<file path="config.mk">
export PLATFORM = sky130hd
export DESIGN_NAME = palindrome_word_filter
export DESIGN_NICKNAME = d
export VERILOG_FILES = /design/src/rtl/pwf_pkg.sv /design/src/rtl/pwf_ctrl.sv /design/src/rtl/pwf_dp.sv /design/src/rtl/palindrome_word_filter.sv
export SDC_FILE = /design/constraint.sdc
export NUM_CORES = 1
export LEC_CHECK = 0
export BUFFER_PORTS_ARGS = -buffer_cell sky130_fd_sc_hd__buf_2
export CORE_ASPECT_RATIO = 0.75
export CORE_MARGIN = 2
export CORE_UTILIZATION = 30
export DETAILED_ROUTE_END_ITERATION = 16
export GPL_TIMING_DRIVEN = 0
export PLACE_DENSITY = 0.5
export REMOVE_ABC_BUFFERS = 1
export SYNTH_ARGS = -nofsm -noshare
export SYNTH_HDL_FRONTEND = slang
export SYNTH_SLANG_ARGS = --single-unit
</file>
<file path="constraint.sdc">
create_clock -name clock -period 2.9 [get_ports clock]
set_clock_uncertainty 0.1 [all_clocks]
set_input_delay 0.29 -clock clock [delete_from_list [all_inputs] [get_ports clock]]
set_output_delay 0.29 -clock clock [all_outputs]
set_load 0.01 [all_outputs]
</file>
<file path="src/rtl/pwf_pkg.sv">
// Shared constants and controller/datapath interface types for the palindrome word filter.
package pwf_pkg;

   localparam int MAX_WORD = 32;
   localparam int ADDR_W   = (MAX_WORD > 1) ? $clog2(MAX_WORD) : 1;
   localparam int LEN_W    = $clog2(MAX_WORD + 1);

   localparam logic [7:0] CH_SPACE   = 8'h20;
   localparam logic [7:0] CH_NEWLINE = 8'h0A;

   typedef struct packed {
      logic wr;
      logic set_ovf;
      logic clr_word;
      logic cmp_init;
      logic cmp_step;
      logic emit_init;
      logic emit_step;
      logic load_char;
      logic load_space;
   } pwf_cmd_type;

   typedef struct packed {
      logic is_delim;
      logic full;
      logic ovf;
      logic cmp_more;
      logic cmp_equal;
      logic emit_more;
      logic out_free;
   } pwf_status_type;

endpackage

</file>
<file path="src/rtl/pwf_ctrl.sv">
// Controller state machine: word collection, mirror check walk and emission sequencing.
module pwf_ctrl (
   input  logic                    clock,
   input  logic                    reset,
   input  logic                    req_valid,
   output logic                    req_stall,
   input  pwf_pkg::pwf_status_type status,
   output pwf_pkg::pwf_cmd_type    cmd
);

   typedef enum logic [5:0] {
      ST_IDLE       = 6'b000001,
      ST_CMP_RD     = 6'b000010,
      ST_CMP_CHK    = 6'b000100,
      ST_EMIT_RD    = 6'b001000,
      ST_EMIT_WAIT  = 6'b010000,
      ST_EMIT_SPACE = 6'b100000
   } state_type;

   state_type state_ff;
   state_type state_in;
   logic      accept;

   assign req_stall = (state_ff != ST_IDLE);
   assign accept    = req_valid && !req_stall;

   always_comb begin
      state_in = state_ff;
      cmd      = '0;
      unique case (state_ff)
         ST_IDLE: begin
            if (accept) begin
               if (status.is_delim) begin
                  if (status.ovf) begin
                     cmd.clr_word = 1'b1;
                  end else begin
                     cmd.cmp_init = 1'b1;
                     state_in     = ST_CMP_RD;
                  end
               end else if (status.full) begin
                  cmd.set_ovf = 1'b1;
               end else begin
                  cmd.wr = 1'b1;
               end
            end
         end
         ST_CMP_RD: begin
            if (status.cmp_more) begin
               cmd.cmp_step = 1'b1;
               state_in     = ST_CMP_CHK;
            end else begin
               cmd.emit_init = 1'b1;
               state_in      = ST_EMIT_RD;
            end
         end
         ST_CMP_CHK: begin
            if (status.cmp_equal) begin
               state_in = ST_CMP_RD;
            end else begin
               cmd.clr_word = 1'b1;
               state_in     = ST_IDLE;
            end
         end
         ST_EMIT_RD: begin
            if (status.emit_more) begin
               cmd.emit_step = 1'b1;
               state_in      = ST_EMIT_WAIT;
            end else begin
               state_in = ST_EMIT_SPACE;
            end
         end
         ST_EMIT_WAIT: begin
            if (status.out_free) begin
               cmd.load_char = 1'b1;
               state_in      = ST_EMIT_RD;
            end
         end
         ST_EMIT_SPACE: begin
            if (status.out_free) begin
               cmd.load_space = 1'b1;
               cmd.clr_word   = 1'b1;
               state_in       = ST_IDLE;
            end
         end
         default: begin
            state_in = ST_IDLE;
         end
      endcase
   end

   always_ff @(posedge clock) begin
      if (reset) begin
         state_ff <= ST_IDLE;
      end else begin
         state_ff <= state_in;
      end
   end

endmodule

</file>
<file path="src/rtl/pwf_dp.sv">
// Datapath: word buffer memory, length and overflow state, walk pointers and output register.
module pwf_dp (
   input  logic                     clock,
   input  logic                     reset,
   input  logic [7:0]               req_in_char,
   input  logic                     rsp_stall,
   output logic                     rsp_valid,
   output logic [7:0]               rsp_out_char,
   output logic                     rsp_last,
   input  pwf_pkg::pwf_cmd_type     cmd,
   output pwf_pkg::pwf_status_type  status
);

   logic [7:0]               mem [pwf_pkg::MAX_WORD];
   logic [pwf_pkg::LEN_W-1:0] len_ff;
   logic [pwf_pkg::LEN_W-1:0] len_in;
   logic                      ovf_ff;
   logic                      ovf_in;
   logic [pwf_pkg::LEN_W-1:0] lo_ff;
   logic [pwf_pkg::LEN_W-1:0] hi_ff;
   logic [pwf_pkg::LEN_W-1:0] hi_m1;
   logic [7:0]                rd_a_ff;
   logic [7:0]                rd_b_ff;
   logic                      out_valid_ff;
   logic [7:0]                out_char_ff;
   logic                      out_last_ff;
   logic                      out_free;

   assign hi_m1    = hi_ff - pwf_pkg::LEN_W'(1);
   assign out_free = !out_valid_ff || !rsp_stall;

   assign status.is_delim  = (req_in_char == pwf_pkg::CH_SPACE) ||
                             (req_in_char == pwf_pkg::CH_NEWLINE);
   assign status.full      = (len_ff == pwf_pkg::LEN_W'(pwf_pkg::MAX_WORD));
   assign status.ovf       = ovf_ff;
   assign status.cmp_more  = ((lo_ff + pwf_pkg::LEN_W'(1)) < hi_ff);
   assign status.cmp_equal = (rd_a_ff == rd_b_ff);
   assign status.emit_more = (lo_ff < len_ff);
   assign status.out_free  = out_free;

   always_comb begin
      len_in = len_ff;
      ovf_in = ovf_ff;
      if (cmd.clr_word) begin
         len_in = '0;
         ovf_in = 1'b0;
      end else if (cmd.wr) begin
         len_in = len_ff + pwf_pkg::LEN_W'(1);
      end else if (cmd.set_ovf) begin
         ovf_in = 1'b1;
      end
   end

   always_ff @(posedge clock) begin
      if (reset) begin
         len_ff <= '0;
         ovf_ff <= 1'b0;
      end else begin
         len_ff <= len_in;
         ovf_ff <= ovf_in;
      end
   end

   always_ff @(posedge clock) begin
      if (cmd.wr) begin
         mem[len_ff[pwf_pkg::ADDR_W-1:0]] <= req_in_char;
      end
      if (cmd.cmp_step || cmd.emit_step) begin
         rd_a_ff <= mem[lo_ff[pwf_pkg::ADDR_W-1:0]];
         rd_b_ff <= mem[hi_m1[pwf_pkg::ADDR_W-1:0]];
      end
   end

   always_ff @(posedge clock) begin
      if (cmd.cmp_init) begin
         lo_ff <= '0;
         hi_ff <= len_ff;
      end else if (cmd.emit_init) begin
         lo_ff <= '0;
      end else if (cmd.cmp_step) begin
         lo_ff <= lo_ff + pwf_pkg::LEN_W'(1);
         hi_ff <= hi_m1;
      end else if (cmd.emit_step) begin
         lo_ff <= lo_ff + pwf_pkg::LEN_W'(1);
      end
   end

   always_ff @(posedge clock) begin
      if (reset) begin
         out_valid_ff <= 1'b0;
      end else if (cmd.load_char || cmd.load_space) begin
         out_valid_ff <= 1'b1;
      end else if (!rsp_stall) begin
         out_valid_ff <= 1'b0;
      end
   end

   always_ff @(posedge clock) begin
      if (cmd.load_char) begin
         out_char_ff <= rd_a_ff;
         out_last_ff <= 1'b0;
      end else if (cmd.load_space) begin
         out_char_ff <= pwf_pkg::CH_SPACE;
         out_last_ff <= 1'b1;
      end
   end

   assign rsp_valid    = out_valid_ff;
   assign rsp_out_char = out_char_ff;
   assign rsp_last     = out_last_ff;

   a_len_bound: assert property (@(posedge clock) disable iff (reset)
      len_ff <= pwf_pkg::LEN_W'(pwf_pkg::MAX_WORD))
      else $error("word length beyond buffer depth");

   a_ovf_full: assert property (@(posedge clock) disable iff (reset)
      ovf_ff |-> (len_ff == pwf_pkg::LEN_W'(pwf_pkg::MAX_WORD)))
      else $error("overflow flag set on a word that is not full");

   a_load_free: assert property (@(posedge clock) disable iff (reset)
      (cmd.load_char || cmd.load_space) |-> out_free)
      else $error("output register loaded while holding a stalled item");

   a_no_write_walk: assert property (@(posedge clock) disable iff (reset)
      (cmd.cmp_step || cmd.emit_step) |-> !cmd.wr)
      else $error("buffer written during check or emission walk");

endmodule

</file>
<file path="src/rtl/palindrome_word_filter.sv">
// Palindrome word filter: buffers a byte stream into words and emits the mirror-symmetric ones.
// Ordinary byte, or a delimiter after an overflowed word: taken back to back.
// Delimiter ending a word of L bytes: a check walk over mirrored byte pairs, each a two-port
// buffer read, registered, then compare; a mismatch drops the word. A mirrored word is then
// emitted byte by byte plus a trailing space, waiting while rsp_stall holds the output.
// Synchronous active-high reset empties the word and output register; buffer contents unaffected.
module palindrome_word_filter (
   input  logic       clock,
   input  logic       reset,
   input  logic       req_valid,
   output logic       req_stall,
   input  logic [7:0] req_in_char,
   output logic       rsp_valid,
   input  logic       rsp_stall,
   output logic [7:0] rsp_out_char,
   output logic       rsp_last
);

   pwf_pkg::pwf_cmd_type    cmd;
   pwf_pkg::pwf_status_type status;

   pwf_ctrl u_ctrl (
      .clock     (clock),
      .reset     (reset),
      .req_valid (req_valid),
      .req_stall (req_stall),
      .status    (status),
      .cmd       (cmd)
   );

   pwf_dp u_dp (
      .clock        (clock),
      .reset        (reset),
      .req_in_char  (req_in_char),
      .rsp_stall    (rsp_stall),
      .rsp_valid    (rsp_valid),
      .rsp_out_char (rsp_out_char),
      .rsp_last     (rsp_last),
      .cmd          (cmd),
      .status       (status)
   );

endmodule

</file>
==> metrics <==
Placed Cells=1,520; synthesized area per cell=16.6 um^2; GRT Residual Overflow=0; routability cong.=0.825; #FFs+latches synth=307; Slew HR=0.415; CTS tree=yes; slew at the pin closest to its max-slew limit=874 ps; Data arrival, critical path=3110 ps; top post-synthesis cells by area=edfxtp_1 (58%), mux4_2 (20%), dfxtp_1 (2.8%), nand2_1 (2.5%), mux4_1 (1.8%); cell breakdown of the critical path=buf_4 -> buf_16 -> inv_2 -> ha_4 -> buf_12 -> clkbuf_16 -> mux4_2 -> nand2_1 -> a21oi_1 -> or4_4; Routed Antenna Nets=0; CTS Buffer Depth=3; Ports=23; share of layout cells above drive strength 1=0.323; fmax=346 MHz; CP peak stage delay=610 ps; launch point of the worst hold path=rsp_stall; final WL=43.2 mm; Pleak=5.57 nW; R2R Path Start=u_dp.hi_ff[0]; vias in the first global route=8,527; RSZ-0062 raised after global routing=true; Hold WC Path Type=in2reg; Synth area leader=edfxtp_1; crit end category=flop; VDD IR max=0.486 mV; worst-skew pair later-pin latency=600 ps; register area=9020 um^2; required time worst endpoint=3110 ps; number of port buffers=22; ys async rst share=0; Final Hold Viols=0; power per cell area=617 nW/um^2; Synth top cells by count=edfxtp_1 (286), mux4_2 (134), nand2_1 (101); library cells used by synthesis=65; Synth top area share=0.577; largest net degree at the start of global routing=50; family with the most delay on the worst path=simple AND/OR/NAND/NOR gates; Slowest-stage cell, CP=or4_4; DIE HEIGHT=197 um; DR WL/cell=26.8 um; crit path launch type=flop; Placement Rows=70; Area growth, synth to finish=17.3%; Vias/cell=5.39; Core Area=48,900 um^2; First-pass DRT Iterations=5; first-pass GRT wire length=61.8 mm; number of max-cap violations=0; detailed router's first-iteration violation count=811; Final Util=0.357; worst-path maximum fanout=13; # DRC=0; number of buffers created by CTS=31; critical path startpoint=u_dp.hi_ff[0]; final non-filler cell total=1,613; Seq/Total Area, Yosys=0.605; kind of critical path=reg2reg; via count=8,699; most frequent cell after synthesis=edfxtp_1; worst reg2reg path depth=10; CP Depth=10; Root Driver=clkbuf_16; Die Footprint=51,400 um^2; Nets=968; die width=261 um; DP HPWL=27.4 mm; Critical path buffers and inverters=5; initial antenna violation count=0; Clock H-tree levels=1; Setup violations, final=0; Netlist Area Pre-Place=14,900 um^2; EDFF count, synth=286; Syn. warnings=0; Synth Flop Type=edfxtp_1; Final period util=0.998; hold path cells=3; n_diodes=0; FILL cells=4,619; clk sinks=307; gr usage total=0.169; Cells after Synth=894; Initial Util=0.305; crit path time final=2890 ps; footprint of the multi-input gates=5780 um^2; Clk pin slew, worst setup/hold paths=70 ps; Final Slew Violations=0; status=finished clean
[path summary, 6_finish.rpt]
kind | slack (ps) | to
setup / recovery | 7 | u_dp.rd_b_ff[3]
hold reg to reg | 370 | u_dp.rsp_last
hold / removal | 30 | u_dp.rsp_last
setup reg to reg | 7 | u_dp.rd_b_ff[3]
[what timing repair did]
item / 4_1_cts / 5_1_grt
gates cloned: 4 / 2
resized for setup: 68 / 25
pin swaps: 4 / 3
endpoints found under the setup margin: 242 / 263
endpoints found under the hold margin: 8 / 0
setup buffers: 17 / 9
hold buffers: 3 / 0
[placed cells by master (no fill, tap or decap), types with 6 or more instances in the layout]
master and instances:
edfxtp_1 286, ha_1 15, nor2_4 25, o21ai_0 7
nor2_1 29, or4_4 8, o211ai_1 7, buf_4 20
clkbuf_16 33, a21oi_1 49, mux4_1 7, xnor2_1 18
buf_16 10, nor3_1 7, and2_1 8, mux4_2 137
nand2_1 97, buf_2 22, clkinv_1 8, clkbuf_1 6
dfxtp_1 18, inv_1 19, nand3_1 14, nand4_1 6
[worst min-delay path, cell delays in order]
cell,delay (ps)
buf_2,110
a21oi_1,170
nor2_1,110
[sequential cells by signal, summed over array words and instances, names as in the netlist]
register,flops
u_dp.lo_ff,6
u_dp.rsp_out_char,8
u_dp.rd_b_ff,8
u_dp.rsp_last,1
u_dp.rsp_valid,1
u_ctrl.state_ff,6
u_dp.len_ff,6
u_dp.ovf_ff,1
u_dp.rd_a_ff,8
u_dp.hi_ff,6
u_dp.mem,256
[where the power goes]
part / leakage [nW] / internal [mW] / switching [mW]
combinational: 2.32 / 0.700 / 0.928
sequential: 2.74 / 4.91 / 0.0413
clock: 0.511 / 2.42 / 1.79
[final cells by class]
class / instances / share of cell area
Clock buffer: 37 / 0.0457
Clock inverter: 21 / 0.0141
Inverter: 22 / 0.00494
Multi-Input combinational cell: 514 / 0.331
Sequential cell: 307 / 0.517
Tap cell: 648 / 0.0464
Timing Repair Buffer: 63 / 0.0408
Timing Repair inverter: 1 / 0.000287
[through the flow]
| step | total power [mW] | instance area (um^2) | hold WS (ps) | setup TNS, ps | setup WS (ps) |
|---|---|---|---|---|---|
| final | 10.8 | 17500 | 28.7 | 0 | 7.02 |
| after global routing | 11.1 | 17500 | 77.9 | -792 | -39.3 |
| after CTS | 10.8 | 17300 | 14.8 | -1670 | -69.0 |
| after detailed placement | 6.49 | 15700 | 363 | -174710 | -914 |
| after global placement | 6.58 | 15500 | 347 | -368490 | -5870 |
| after floorplan | 5.96 | 14500 | 259 | -97720 | -2780 |
[kinds of logic (layout without fill, tap and decap cells)]
group,Yosys count,in the layout,share of synthesized area
DFF,307,307,0.605
and+or+nand+nor,234,234,0.0738
muxes,147,147,0.222
AOI/OAI and AO/OA,90,91,0.0392
buffers and inverters,74,144,0.0279
xor gates and xnor gates,26,26,0.0178
adders and majority gates,16,16,0.0135
[layer usage]
layer  vias to the layer above  routed length, um  GRT usage
li1                       3701                  -          -
met1                      4637              20300      0.255
met2                       310              18300      0.239
met3                        51               3690     0.0507
met4                         0                790     0.0328
met5                         -                  0          0
(Power assumes the default switching activity.)
